$ cat src/rtl/akvt_pkg.sv
// shared types and constants for the aging key/value table
package akvt_pkg;

   localparam int TABLE_DEPTH   = 16;
   localparam int KEY_BITS      = 64;
   localparam int VALUE_BITS    = 64;
   localparam int IDX_BITS      = (TABLE_DEPTH > 1) ? $clog2(TABLE_DEPTH) : 1;

   localparam int TIME_BITS     = 32;
   localparam int TICK_BITS     = 16;
   localparam int COUNT_BITS    = 5;
   localparam int CMD_BITS      = 2;
   localparam int STATUS_BITS   = 2;
   localparam int KEY_FIELD     = 64;
   localparam int VALUE_FIELD   = 64;

   localparam int CSR_ADDR_BITS = 3;
   localparam int CSR_DATA_BITS = 32;
   localparam int CSR_IDX_BITS  = CSR_ADDR_BITS - 2;

   localparam logic [COUNT_BITS-1:0]   COUNT_MAX        = '1;
   localparam logic [TICK_BITS-1:0]    EXPIRE_RESET     = TICK_BITS'(10);
   localparam logic [CSR_IDX_BITS-1:0] CSR_EXPIRE_TICKS = '0;

   typedef enum logic [CMD_BITS-1:0] {
      CMD_INSERT = 2'd0,
      CMD_GET    = 2'd1,
      CMD_REMOVE = 2'd2,
      CMD_TICK   = 2'd3
   } cmd_type;

   typedef enum logic [STATUS_BITS-1:0] {
      STAT_OK        = 2'd0,
      STAT_NOT_FOUND = 2'd1,
      STAT_DUPLICATE = 2'd2,
      STAT_FULL      = 2'd3
   } status_type;

   typedef struct packed {
      logic [CMD_BITS-1:0]    command;
      logic [KEY_FIELD-1:0]   key;
      logic [VALUE_FIELD-1:0] value;
   } req_word_type;

   typedef struct packed {
      logic [STATUS_BITS-1:0] status;
      logic [VALUE_FIELD-1:0] read_value;
      logic [COUNT_BITS-1:0]  removed_count;
   } rsp_word_type;

endpackage

$ cat src/rtl/aging_key_value_table_unit.sv
// aging key/value table: entry scan sequencer with expiry sweep
//
//  channel  | ports                              | direction | transfer
//  ---------+------------------------------------+-----------+---------------------------
//  req      | req_valid, req_stall, req_data     | in        | valid & !stall
//  rsp      | rsp_valid, rsp_stall, rsp_data     | out       | valid & !stall
//  csr      | csr_psel/penable/pwrite/paddr/...  | in        | psel & penable & pwrite
//
// every word is taken in IDLE, then SCAN walks the table entries in order, each through the
// single key compare / expiry compare unit, and FINISH commits and loads the result register.
// req_stall is high from the cycle after a word is taken until its result is loaded.
// the result register holds while rsp_stall is high; a new word is still taken meanwhile.
// reset is synchronous: the table is empty, time is zero and expire_ticks is 10.
module aging_key_value_table_unit
   import akvt_pkg::*;
(
   input  logic                     clock,
   input  logic                     reset,
   input  logic                     req_valid,
   output logic                     req_stall,
   input  req_word_type             req_data,
   output logic                     rsp_valid,
   input  logic                     rsp_stall,
   output rsp_word_type             rsp_data,
   input  logic                     csr_psel,
   input  logic                     csr_penable,
   input  logic                     csr_pwrite,
   input  logic [CSR_ADDR_BITS-1:0] csr_paddr,
   input  logic [CSR_DATA_BITS-1:0] csr_pwdata,
   output logic [CSR_DATA_BITS-1:0] csr_prdata,
   output logic                     csr_pready
);

   typedef enum logic [1:0] {
      IDLE,
      SCAN,
      FINISH
   } state_type;

   state_type                state_ff;
   logic [TABLE_DEPTH-1:0]   valid_ff;
   logic [KEY_BITS-1:0]      entry_key_ff    [TABLE_DEPTH];
   logic [VALUE_BITS-1:0]    entry_value_ff  [TABLE_DEPTH];
   logic [TIME_BITS-1:0]     entry_expiry_ff [TABLE_DEPTH];

   logic [TIME_BITS-1:0]     time_ff;
   logic [TICK_BITS-1:0]     expire_ticks_ff;

   cmd_type                  cmd_ff;
   logic [KEY_BITS-1:0]      key_ff;
   logic [VALUE_BITS-1:0]    value_ff;
   logic [IDX_BITS-1:0]      scan_ff;
   logic                     hit_ff;
   logic [IDX_BITS-1:0]      hit_idx_ff;
   logic [VALUE_BITS-1:0]    hit_value_ff;
   logic                     free_ff;
   logic [IDX_BITS-1:0]      free_idx_ff;
   logic [COUNT_BITS-1:0]    count_ff;

   logic                     rsp_valid_ff;
   rsp_word_type             rsp_data_ff;
   rsp_word_type             rsp_in;

   logic                     key_hit;
   logic                     slot_free;
   logic                     expired;
   logic                     scan_last;
   logic                     out_open;
   logic                     csr_write;
   logic                     commit_insert;
   logic [TIME_BITS:0]       expiry_sum;
   logic [TIME_BITS-1:0]     expiry_in;
   logic [TIME_BITS-1:0]     time_in;

   // one entry per cycle through the shared compare unit
   assign key_hit   = valid_ff[scan_ff] && (entry_key_ff[scan_ff] == key_ff);
   assign slot_free = !valid_ff[scan_ff];
   assign expired   = valid_ff[scan_ff] && (entry_expiry_ff[scan_ff] < time_ff);
   assign scan_last = (scan_ff == IDX_BITS'(TABLE_DEPTH - 1));
   assign out_open  = !rsp_valid_ff || !rsp_stall;

   assign expiry_sum = {1'b0, time_ff} + (TIME_BITS + 1)'(expire_ticks_ff);
   assign expiry_in  = expiry_sum[TIME_BITS] ? '1 : expiry_sum[TIME_BITS-1:0];
   assign time_in    = (time_ff == '1) ? time_ff : time_ff + 1'b1;

   assign csr_write = csr_psel && csr_penable && csr_pwrite &&
                      (csr_paddr[CSR_ADDR_BITS-1:2] == CSR_EXPIRE_TICKS);

   assign commit_insert = (state_ff == FINISH) && out_open && (cmd_ff == CMD_INSERT) &&
                          !hit_ff && free_ff;

   always_comb begin
      rsp_in               = '0;
      rsp_in.removed_count = count_ff;
      unique case (cmd_ff)
         CMD_INSERT: begin
            priority if (hit_ff) begin
               rsp_in.status = STAT_DUPLICATE;
            end else if (!free_ff) begin
               rsp_in.status = STAT_FULL;
            end else begin
               rsp_in.status = STAT_OK;
            end
         end
         CMD_GET: begin
            rsp_in.status     = hit_ff ? STAT_OK : STAT_NOT_FOUND;
            rsp_in.read_value = hit_ff ? VALUE_FIELD'(hit_value_ff) : '0;
         end
         CMD_REMOVE: begin
            rsp_in.status = hit_ff ? STAT_OK : STAT_NOT_FOUND;
         end
         CMD_TICK: begin
            rsp_in.status = STAT_OK;
         end
         default: begin
            rsp_in.status = STAT_OK;
         end
      endcase
   end

   always_ff @(posedge clock) begin
      if (reset) begin
         state_ff        <= IDLE;
         valid_ff        <= '0;
         time_ff         <= '0;
         expire_ticks_ff <= EXPIRE_RESET;
         rsp_valid_ff    <= 1'b0;
         cmd_ff          <= CMD_INSERT;
      end else begin
         if (csr_write) begin
            expire_ticks_ff <= csr_pwdata[TICK_BITS-1:0];
         end
         // result register loads when the scan is done and the output is free
         if ((state_ff == FINISH) && out_open) begin
            rsp_valid_ff <= 1'b1;
         end else if (!rsp_stall) begin
            rsp_valid_ff <= 1'b0;
         end
         unique case (state_ff)
            IDLE: begin
               if (req_valid) begin
                  cmd_ff       <= cmd_type'(req_data.command);
                  key_ff       <= req_data.key[KEY_BITS-1:0];
                  value_ff     <= req_data.value[VALUE_BITS-1:0];
                  scan_ff      <= '0;
                  hit_ff       <= 1'b0;
                  hit_idx_ff   <= '0;
                  hit_value_ff <= '0;
                  free_ff      <= 1'b0;
                  free_idx_ff  <= '0;
                  count_ff     <= '0;
                  // time moves before the sweep compares against it
                  if (cmd_type'(req_data.command) == CMD_TICK) begin
                     time_ff <= time_in;
                  end
                  state_ff <= SCAN;
               end
            end
            SCAN: begin
               if (cmd_ff == CMD_TICK) begin
                  if (expired) begin
                     valid_ff[scan_ff] <= 1'b0;
                     if (count_ff != COUNT_MAX) begin
                        count_ff <= count_ff + 1'b1;
                     end
                  end
               end else begin
                  if (key_hit && !hit_ff) begin
                     hit_ff       <= 1'b1;
                     hit_idx_ff   <= scan_ff;
                     hit_value_ff <= entry_value_ff[scan_ff];
                  end
                  // lowest free slot wins
                  if (slot_free && !free_ff) begin
                     free_ff     <= 1'b1;
                     free_idx_ff <= scan_ff;
                  end
               end
               if (scan_last) begin
                  state_ff <= FINISH;
               end else begin
                  scan_ff <= scan_ff + 1'b1;
               end
            end
            FINISH: begin
               if (out_open) begin
                  rsp_data_ff  <= rsp_in;
                  if (commit_insert) begin
                     valid_ff[free_idx_ff] <= 1'b1;
                  end
                  if ((cmd_ff == CMD_REMOVE) && hit_ff) begin
                     valid_ff[hit_idx_ff] <= 1'b0;
                  end
                  state_ff <= IDLE;
               end
            end
            default: begin
               state_ff <= IDLE;
            end
         endcase
      end
   end

   // entry payload, meaningful only where the valid bit is set
   always_ff @(posedge clock) begin
      if (commit_insert) begin
         entry_key_ff[free_idx_ff]    <= key_ff;
         entry_value_ff[free_idx_ff]  <= value_ff;
         entry_expiry_ff[free_idx_ff] <= expiry_in;
      end
   end

   assign req_stall  = (state_ff != IDLE);
   assign rsp_valid  = rsp_valid_ff;
   assign rsp_data   = rsp_data_ff;
   assign csr_pready = 1'b1;
   assign csr_prdata = (csr_paddr[CSR_ADDR_BITS-1:2] == CSR_EXPIRE_TICKS) ?
                       CSR_DATA_BITS'(expire_ticks_ff) : '0;

endmodule

$ cat config.mk
export PLATFORM = sky130hd
export DESIGN_NAME = aging_key_value_table_unit
export DESIGN_NICKNAME = d
export VERILOG_FILES = /design/src/rtl/akvt_pkg.sv /design/src/rtl/aging_key_value_table_unit.sv
export SDC_FILE = /design/constraint.sdc
export NUM_CORES = 2
export LEC_CHECK = 0
export ABC_CLOCK_PERIOD_IN_PS = 15100
export BUFFER_PORTS_ARGS = -buffer_cell sky130_fd_sc_hd__buf_2
export CAP_MARGIN = 10
export CORE_MARGIN = 1
export CORE_UTILIZATION = 45
export DETAILED_ROUTE_END_ITERATION = 8
export PLACE_DENSITY = 0.61
export SETUP_SLACK_MARGIN = 0.1
export SYNTH_ARGS = -nofsm -noshare
export SYNTH_HDL_FRONTEND = slang
export SYNTH_SLANG_ARGS = --single-unit
export TNS_END_PERCENT = 20
$ cat constraint.sdc
create_clock -name clock -period 15.1 [get_ports clock]
set_input_delay 0.755 -clock clock [delete_from_list [all_inputs] [get_ports clock]]
set_output_delay 0.755 -clock clock [all_outputs]
set_load 0.02 [all_outputs]
### Word-level counts from Yosys, hierarchy flattened

Memory sizes are Yosys's and may differ from the RTL's. A register that Yosys moved wholly into a read port is not among the register bits.
Cells that the tools add are included.

| cells by class | value |
|---|---|
| magnitude comparators | 7 |
| $add $sub $neg | 4 |
| bitwise operators | 8 |
| reductions and logical operators | 38 |
| muxes and demuxes | 59 |
| equal/unequal tests | 21 |

Operators with widths:

| cell | count |
|---|---|
| $mux W64 | 3 |
| $mux W16 | 9 |
| $pmux W64 S2 | 1 |
| $eq A64 B64 Y1 | 1 |
| $mux W4 | 9 |
| $add A32 B16 Y33 | 1 |
| $add A32 B1 Y32 const B | 1 |
| $and A16 B16 Y16 | 2 |
| $eq A32 B32 Y1 const B | 1 |
| $lt A32 B32 Y1 | 1 |
| $mux W32 | 1 |
| $not A16 Y16 | 2 |
| $pmux W16 S2 | 1 |
| $pmux W4 S2 | 3 |
| $mux W5 | 4 |
| $ne A2 B2 Y1 const B | 10 |
| $or A16 B16 Y16 | 1 |
| $logic_and A1 B1 Y1 | 15 |
| $lt A4 B5 Y1 const B | 3 |
| $mux W1 | 14 |
| $demux W1 S4 | 3 |
| $ge A4 B1 Y1 const B | 3 |
| $pmux W2 S3 | 2 |
| $reduce_and A4 Y1 | 3 |
| other kinds (21) | 43 |

| word-level totals | value |
|---|---|
| memory bits (writable) | 2560 |
| bits in registers | 351 |
| memories kept | 3 |
| output and inout bits | 106 |
| logic and storage cells | 158 |
| input port bits | 172 |

Memories:

| memory | words | bits a word | rd ports | clocked after Yosys merged registers in | write ports | line | source |
|---|---|---|---|---|---|---|---|
| entry_key_ff | 16 | 64 | 1 | 1 | 1 | aging_key_value_table_unit.sv:42 | `logic [KEY_BITS-1:0] entry_key_ff [TABLE_DEPTH];` |
| entry_value_ff | 16 | 64 | 1 | 1 | 1 | aging_key_value_table_unit.sv:43 | `logic [VALUE_BITS-1:0] entry_value_ff [TABLE_DEPTH];` |
| entry_expiry_ff | 16 | 32 | 1 | 1 | 1 | aging_key_value_table_unit.sv:44 | `logic [TIME_BITS-1:0] entry_expiry_ff [TABLE_DEPTH];` |

### Depth between registers and ports, before layout

| logic depth | value |
|---|---|
| depth after elaboration | 14 |
| depth in mapped cells | 25 |
| gate-level depth less buffers | 14 |

### Least setup slack after synthesis

OpenSTA, ideal clock, no wires.

| timing path | value |
|---|---|
| path kind | input -> register |
| start point | in reset |
| end point | reg hit_ff, enable pin |
| buffers on the path | 1 |
| cell stages on the path | 3 |
| arrival time | 12103 ps |
| setup slack | 2487 ps |
| cell sequence | clkbuf_1 nor3_1 o21bai_1 |

| between the ends | value |
|---|---|
| longest elaborated chain between the ends | 2 |

Ends and longest elaborated chain:

| item | line | source |
|---|---|---|
| from (decl) | aging_key_value_table_unit.sv:18 | `input logic reset,` |
| $not A1 Y1 (no source line) | n/a |  |
| $reduce_and A5 Y1 (no source line) | n/a |  |
| to (signal assigned) | aging_key_value_table_unit.sv:146 | `hit_ff <= 1'b0;` |
| to (signal assigned) | aging_key_value_table_unit.sv:169 | `hit_ff <= 1'b1;` |
| to (decl) | aging_key_value_table_unit.sv:53 | `logic hit_ff;` |

Every way passes these cells.
A chain may end at the register's enable or synchronous reset.

==> results.yml <==
logic_synthesis:
  synthArstFlopShare: 0
  synth_sequential_area_ratio: 0.767
  syn-instance-count: 5304
  top_cell_types_by_occurrence_after_synthesis: "sky130_fd_sc_hd__edfxtp_1, sky130_fd_sc_hd__mux4_2, sky130_fd_sc_hd__mux2i_1"
  post_synth_design_cell_area_mm2: 0.113
  synth_top_area_share: 0.754
  syn-mean-instance-area_um2: 21.3
  yosys_warnings: 0
  synth_top_cell_by_area: "sky130_fd_sc_hd__edfxtp_1"
  yosysUniqueCellTypes: 80
  synth_most_common_cell: "sky130_fd_sc_hd__edfxtp_1"
  synth.area.top_cells: "sky130_fd_sc_hd__edfxtp_1, sky130_fd_sc_hd__mux4_2, sky130_fd_sc_hd__mux2i_1"
  yosys_most_used_dff: "sky130_fd_sc_hd__edfxtp_1"
  synth_seq_cells: 2915
  synth_enable_flop_cells: 2842
job:
  max-cap-violations: 0
global_routing:
  grt_antenna_before_repair: 17
  global_route_wire_length_before_repair_mm: 401
  gr-usage-all-layers: 0.221
  number_of_global_route_vias_before_repair: 56500
  global_route.overflow_total: 0
  largest_net_degree_at_the_start_of_global_routing: 104
setup_path:
  worstSetupPathType: "reg -> reg"
  reg2reg_setup_slack_ps: 7810
  crit_fanout: 42
  worst_ep_required_time_ps: 15620
  worst-r2r-cell-count: 12
  critical_path_launch_point_type: "register"
  slowest_delay_ps: 860
  cp.depth: 12
  critical_path.reg2reg.endpoint: "hit_value_ff[61]"
  worst_setup_path_end_kind: "register"
  slowest_cell_on_crit_path: "sky130_fd_sc_hd__dfxtp_4"
  cp_num_buf_inv: 4
  path_delay_family: "buffers and inverters"
  worst_path_arrival_ps: 7820
  crit_path_frequent_cell: "sky130_fd_sc_hd__buf_4"
  worstPathCellList: "buf_4 > buf_4 > or4b_2 > nor4bb_2 > nand4_1 > a21oi_1 > nand4_1 > or4_1 > or4_1 > o21bai_4 > buf_4 > buf_4"
clocking:
  cts_max_level: 5
  post_cts_resized: 0
  cts_buffer_depth: 4
  worst_setup_hold_path_clk_slew_ps: 60
  cts-root-buf: "sky130_fd_sc_hd__clkbuf_16"
  cts_made_buffers: 315
  tritoncts_num_sinks: 2915
  hold_buffers: 96
  cts_tree: "yes"
  cts_setup_buffers: 0
  clock_insertion_delay_worst_skew_ps: 960
sta:
  finalSetupViolations: 0
  timing_worst_slew_pin_value_ps: 1200
  finalClockSkew_ps: 78.8
  slew_headroom: 0.201
  grt_setup_unrepaired: "no"
  slew_viol_final: 0
  setup_tns_ps: 0
  hold_violations_final: 0
  max_freq_ghz: 0.137
  period_needed_ps: 7290
  layout_worst_path_cycle_share: 0.483
place:
  place.port_buffers: 242
  hpwl_after_detailed_placement_mm: 145
  gp_routability_congestion: 0.842
pwr:
  power.internal_mw: 13.4
  sw_share: 0.214
  pwr_density_cell_mw_per_mm2: 133
  p_leak_nw: 40.7
  seqPwrFrac: 0.523
  p_clk_frac: 0.415
  pwr-share-comb: 0.063
  power_switching_mw: 3.67
  irDropWorstVdd_v: 0.000122
  power.total_mw: 17.1
drt:
  avgRoutedWirePerCell_um: 29.7
  remaining_drc_errors: 0
  ant_nets: 0
  drt_wl_total_mm: 278
  vias_after_detailed_routing: 55700
  detail_route.first_pass.iterations: 5
  drtIter0Drc: 5863
  drt-vias-per-instance: 5.94
finish:
  share_of_final_layout_standard_cells_stronger_than_drive_strength_1: 0.243
  flow.area_growth_from_synthesis_pct: 13.8
  design.final.nets: 6064
min_path:
  worst_hold_path_type: "in -> reg"
  hold-path-cell-count: 1
  hold_path_end: "key_ff[24]"
  hold_path.startpoint: "req_data[88]"
die:
  x_dimension_of_the_die_um: 503
  fp.coreArea_mm2: 0.249
  floorplan.initialDensity: 0.454
  die-area_mm2: 0.253
  io-pin-count: 278
  fp.dieH_um: 503
  rows: 183
status:
  run_status: "completed"
-- routing by layer --
metal,share of wire,track usage,up-vias
met5,0.00025,0,-
met1,0.43,0.321,30100
met3,0.068,0.0363,393
met2,0.48,0.350,2125
met4,0.021,0.0537,12
li1,-,-,23100
-- metrics by stage --
| step | hold WS, ps | cell area [µm²] | std cells | utilization | setup slack (ps) |
|---|---|---|---|---|---|
| 4_1_cts | 1.91 | 129000 | 9368 | 0.516 | 7720 |
| 2_1_floorplan | 433 | 113000 | 5319 | - | 2490 |
| 3_5_place_dp | 465 | 118000 | 8742 | 0.475 | 7720 |
| 3_3_place_gp | 479 | 118000 | 8742 | 0.475 | 7740 |
| 5_1_grt | 12.7 | 129000 | 9377 | 0.516 | 7440 |
| 6_report | 52.1 | 129000 | 9380 | 0.516 | 7810 |
-- cell families (layout without fill, tap and decap cells) --
| logic type | count (synthesis) | in the layout | synth area share |
|---|---|---|---|
| AND/OR/NAND/NOR | 635 | 635 | 0.0287 |
| flip-flops | 2915 | 2915 | 0.767 |
| AO/OA/AOI/OAI | 413 | 413 | 0.0244 |
| buffers and inverters | 346 | 1073 | 0.0154 |
| adder cells (fa/ha/maj) | 59 | 59 | 0.00659 |
| multiplexers | 846 | 846 | 0.151 |
| XOR/XNOR | 88 | 88 | 0.00681 |
| other | 2 | 21 | 0.0000664 |
-- placed cells by master (no fill, tap or decap), types with 32 or more instances in the layout --
cell type and count:
sky130_fd_sc_hd__clkbuf_1 83, sky130_fd_sc_hd__dfxtp_1 69, sky130_fd_sc_hd__clkinv_1 58, sky130_fd_sc_hd__dlygate4sd3_1 96, sky130_fd_sc_hd__buf_4 119, sky130_fd_sc_hd__mux4_2 649
sky130_fd_sc_hd__edfxtp_1 2842, sky130_fd_sc_hd__o21ai_0 84, sky130_fd_sc_hd__a211oi_1 32, sky130_fd_sc_hd__nand3_1 33, sky130_fd_sc_hd__and3_1 80, sky130_fd_sc_hd__nand2_1 143
sky130_fd_sc_hd__a21oi_1 81, sky130_fd_sc_hd__inv_1 68, sky130_fd_sc_hd__clkbuf_16 319, sky130_fd_sc_hd__mux2i_1 156, sky130_fd_sc_hd__nor2_1 128, sky130_fd_sc_hd__clkinv_2 39
sky130_fd_sc_hd__ha_1 57, sky130_fd_sc_hd__and2_1 80, sky130_fd_sc_hd__a22oi_1 40, sky130_fd_sc_hd__xnor2_1 65, sky130_fd_sc_hd__buf_2 242
-- power groups by stage --
stage	clock network, mW	logic (mW)	registers, mW
4_1_cts	7.22	1.09	8.94
3_5_place_dp	0	1.07	9.11
5_1_grt	7.52	1.15	8.95
6_report	7.10	1.08	8.94
2_1_floorplan	0	0.767	9.07
3_3_place_gp	0	1.06	9.11
-- sequential cells by signal, summed over array words and instances, names as in the netlist, 2 cells and up, named ones only --
| signal | flops |
|---|---|
| entry_expiry_ff | 512 |
| entry_value_ff | 1024 |
| count_ff | 5 |
| valid_ff | 16 |
| time_ff | 32 |
| entry_key_ff | 1024 |
| value_ff | 64 |
| key_ff | 64 |
| rsp_data | 71 |
| scan_ff | 4 |
| free_idx_ff | 4 |
| hit_value_ff | 64 |
| state_ff | 2 |
| cmd_ff | 2 |
| hit_idx_ff | 4 |
| expire_ticks_ff | 16 |
-- final cells by class --
class,count,area [µm²]
Fill cell,19500,121000
Sequential cell,2915,86800
Multi-Input combinational cell,2058,24900
Clock buffer,402,8290
Tap cell,3330,4170
Timing Repair Buffer,471,3320
Clock inverter,128,990
Inverter,72,278
Antenna cell,4,10.0
-- worst max-delay path by stage --
| stage | end | from |
|---|---|---|
| detailed placement | hit_value_ff[38] | register |
| floorplan | hit_ff | reset |
| global placement | hit_value_ff[38] | register |
| CTS | hit_value_ff[61] | register |
| global route | hit_value_ff[56] | register |
| finish | hit_value_ff[61] | register |
(Power assumes the default switching activity.)
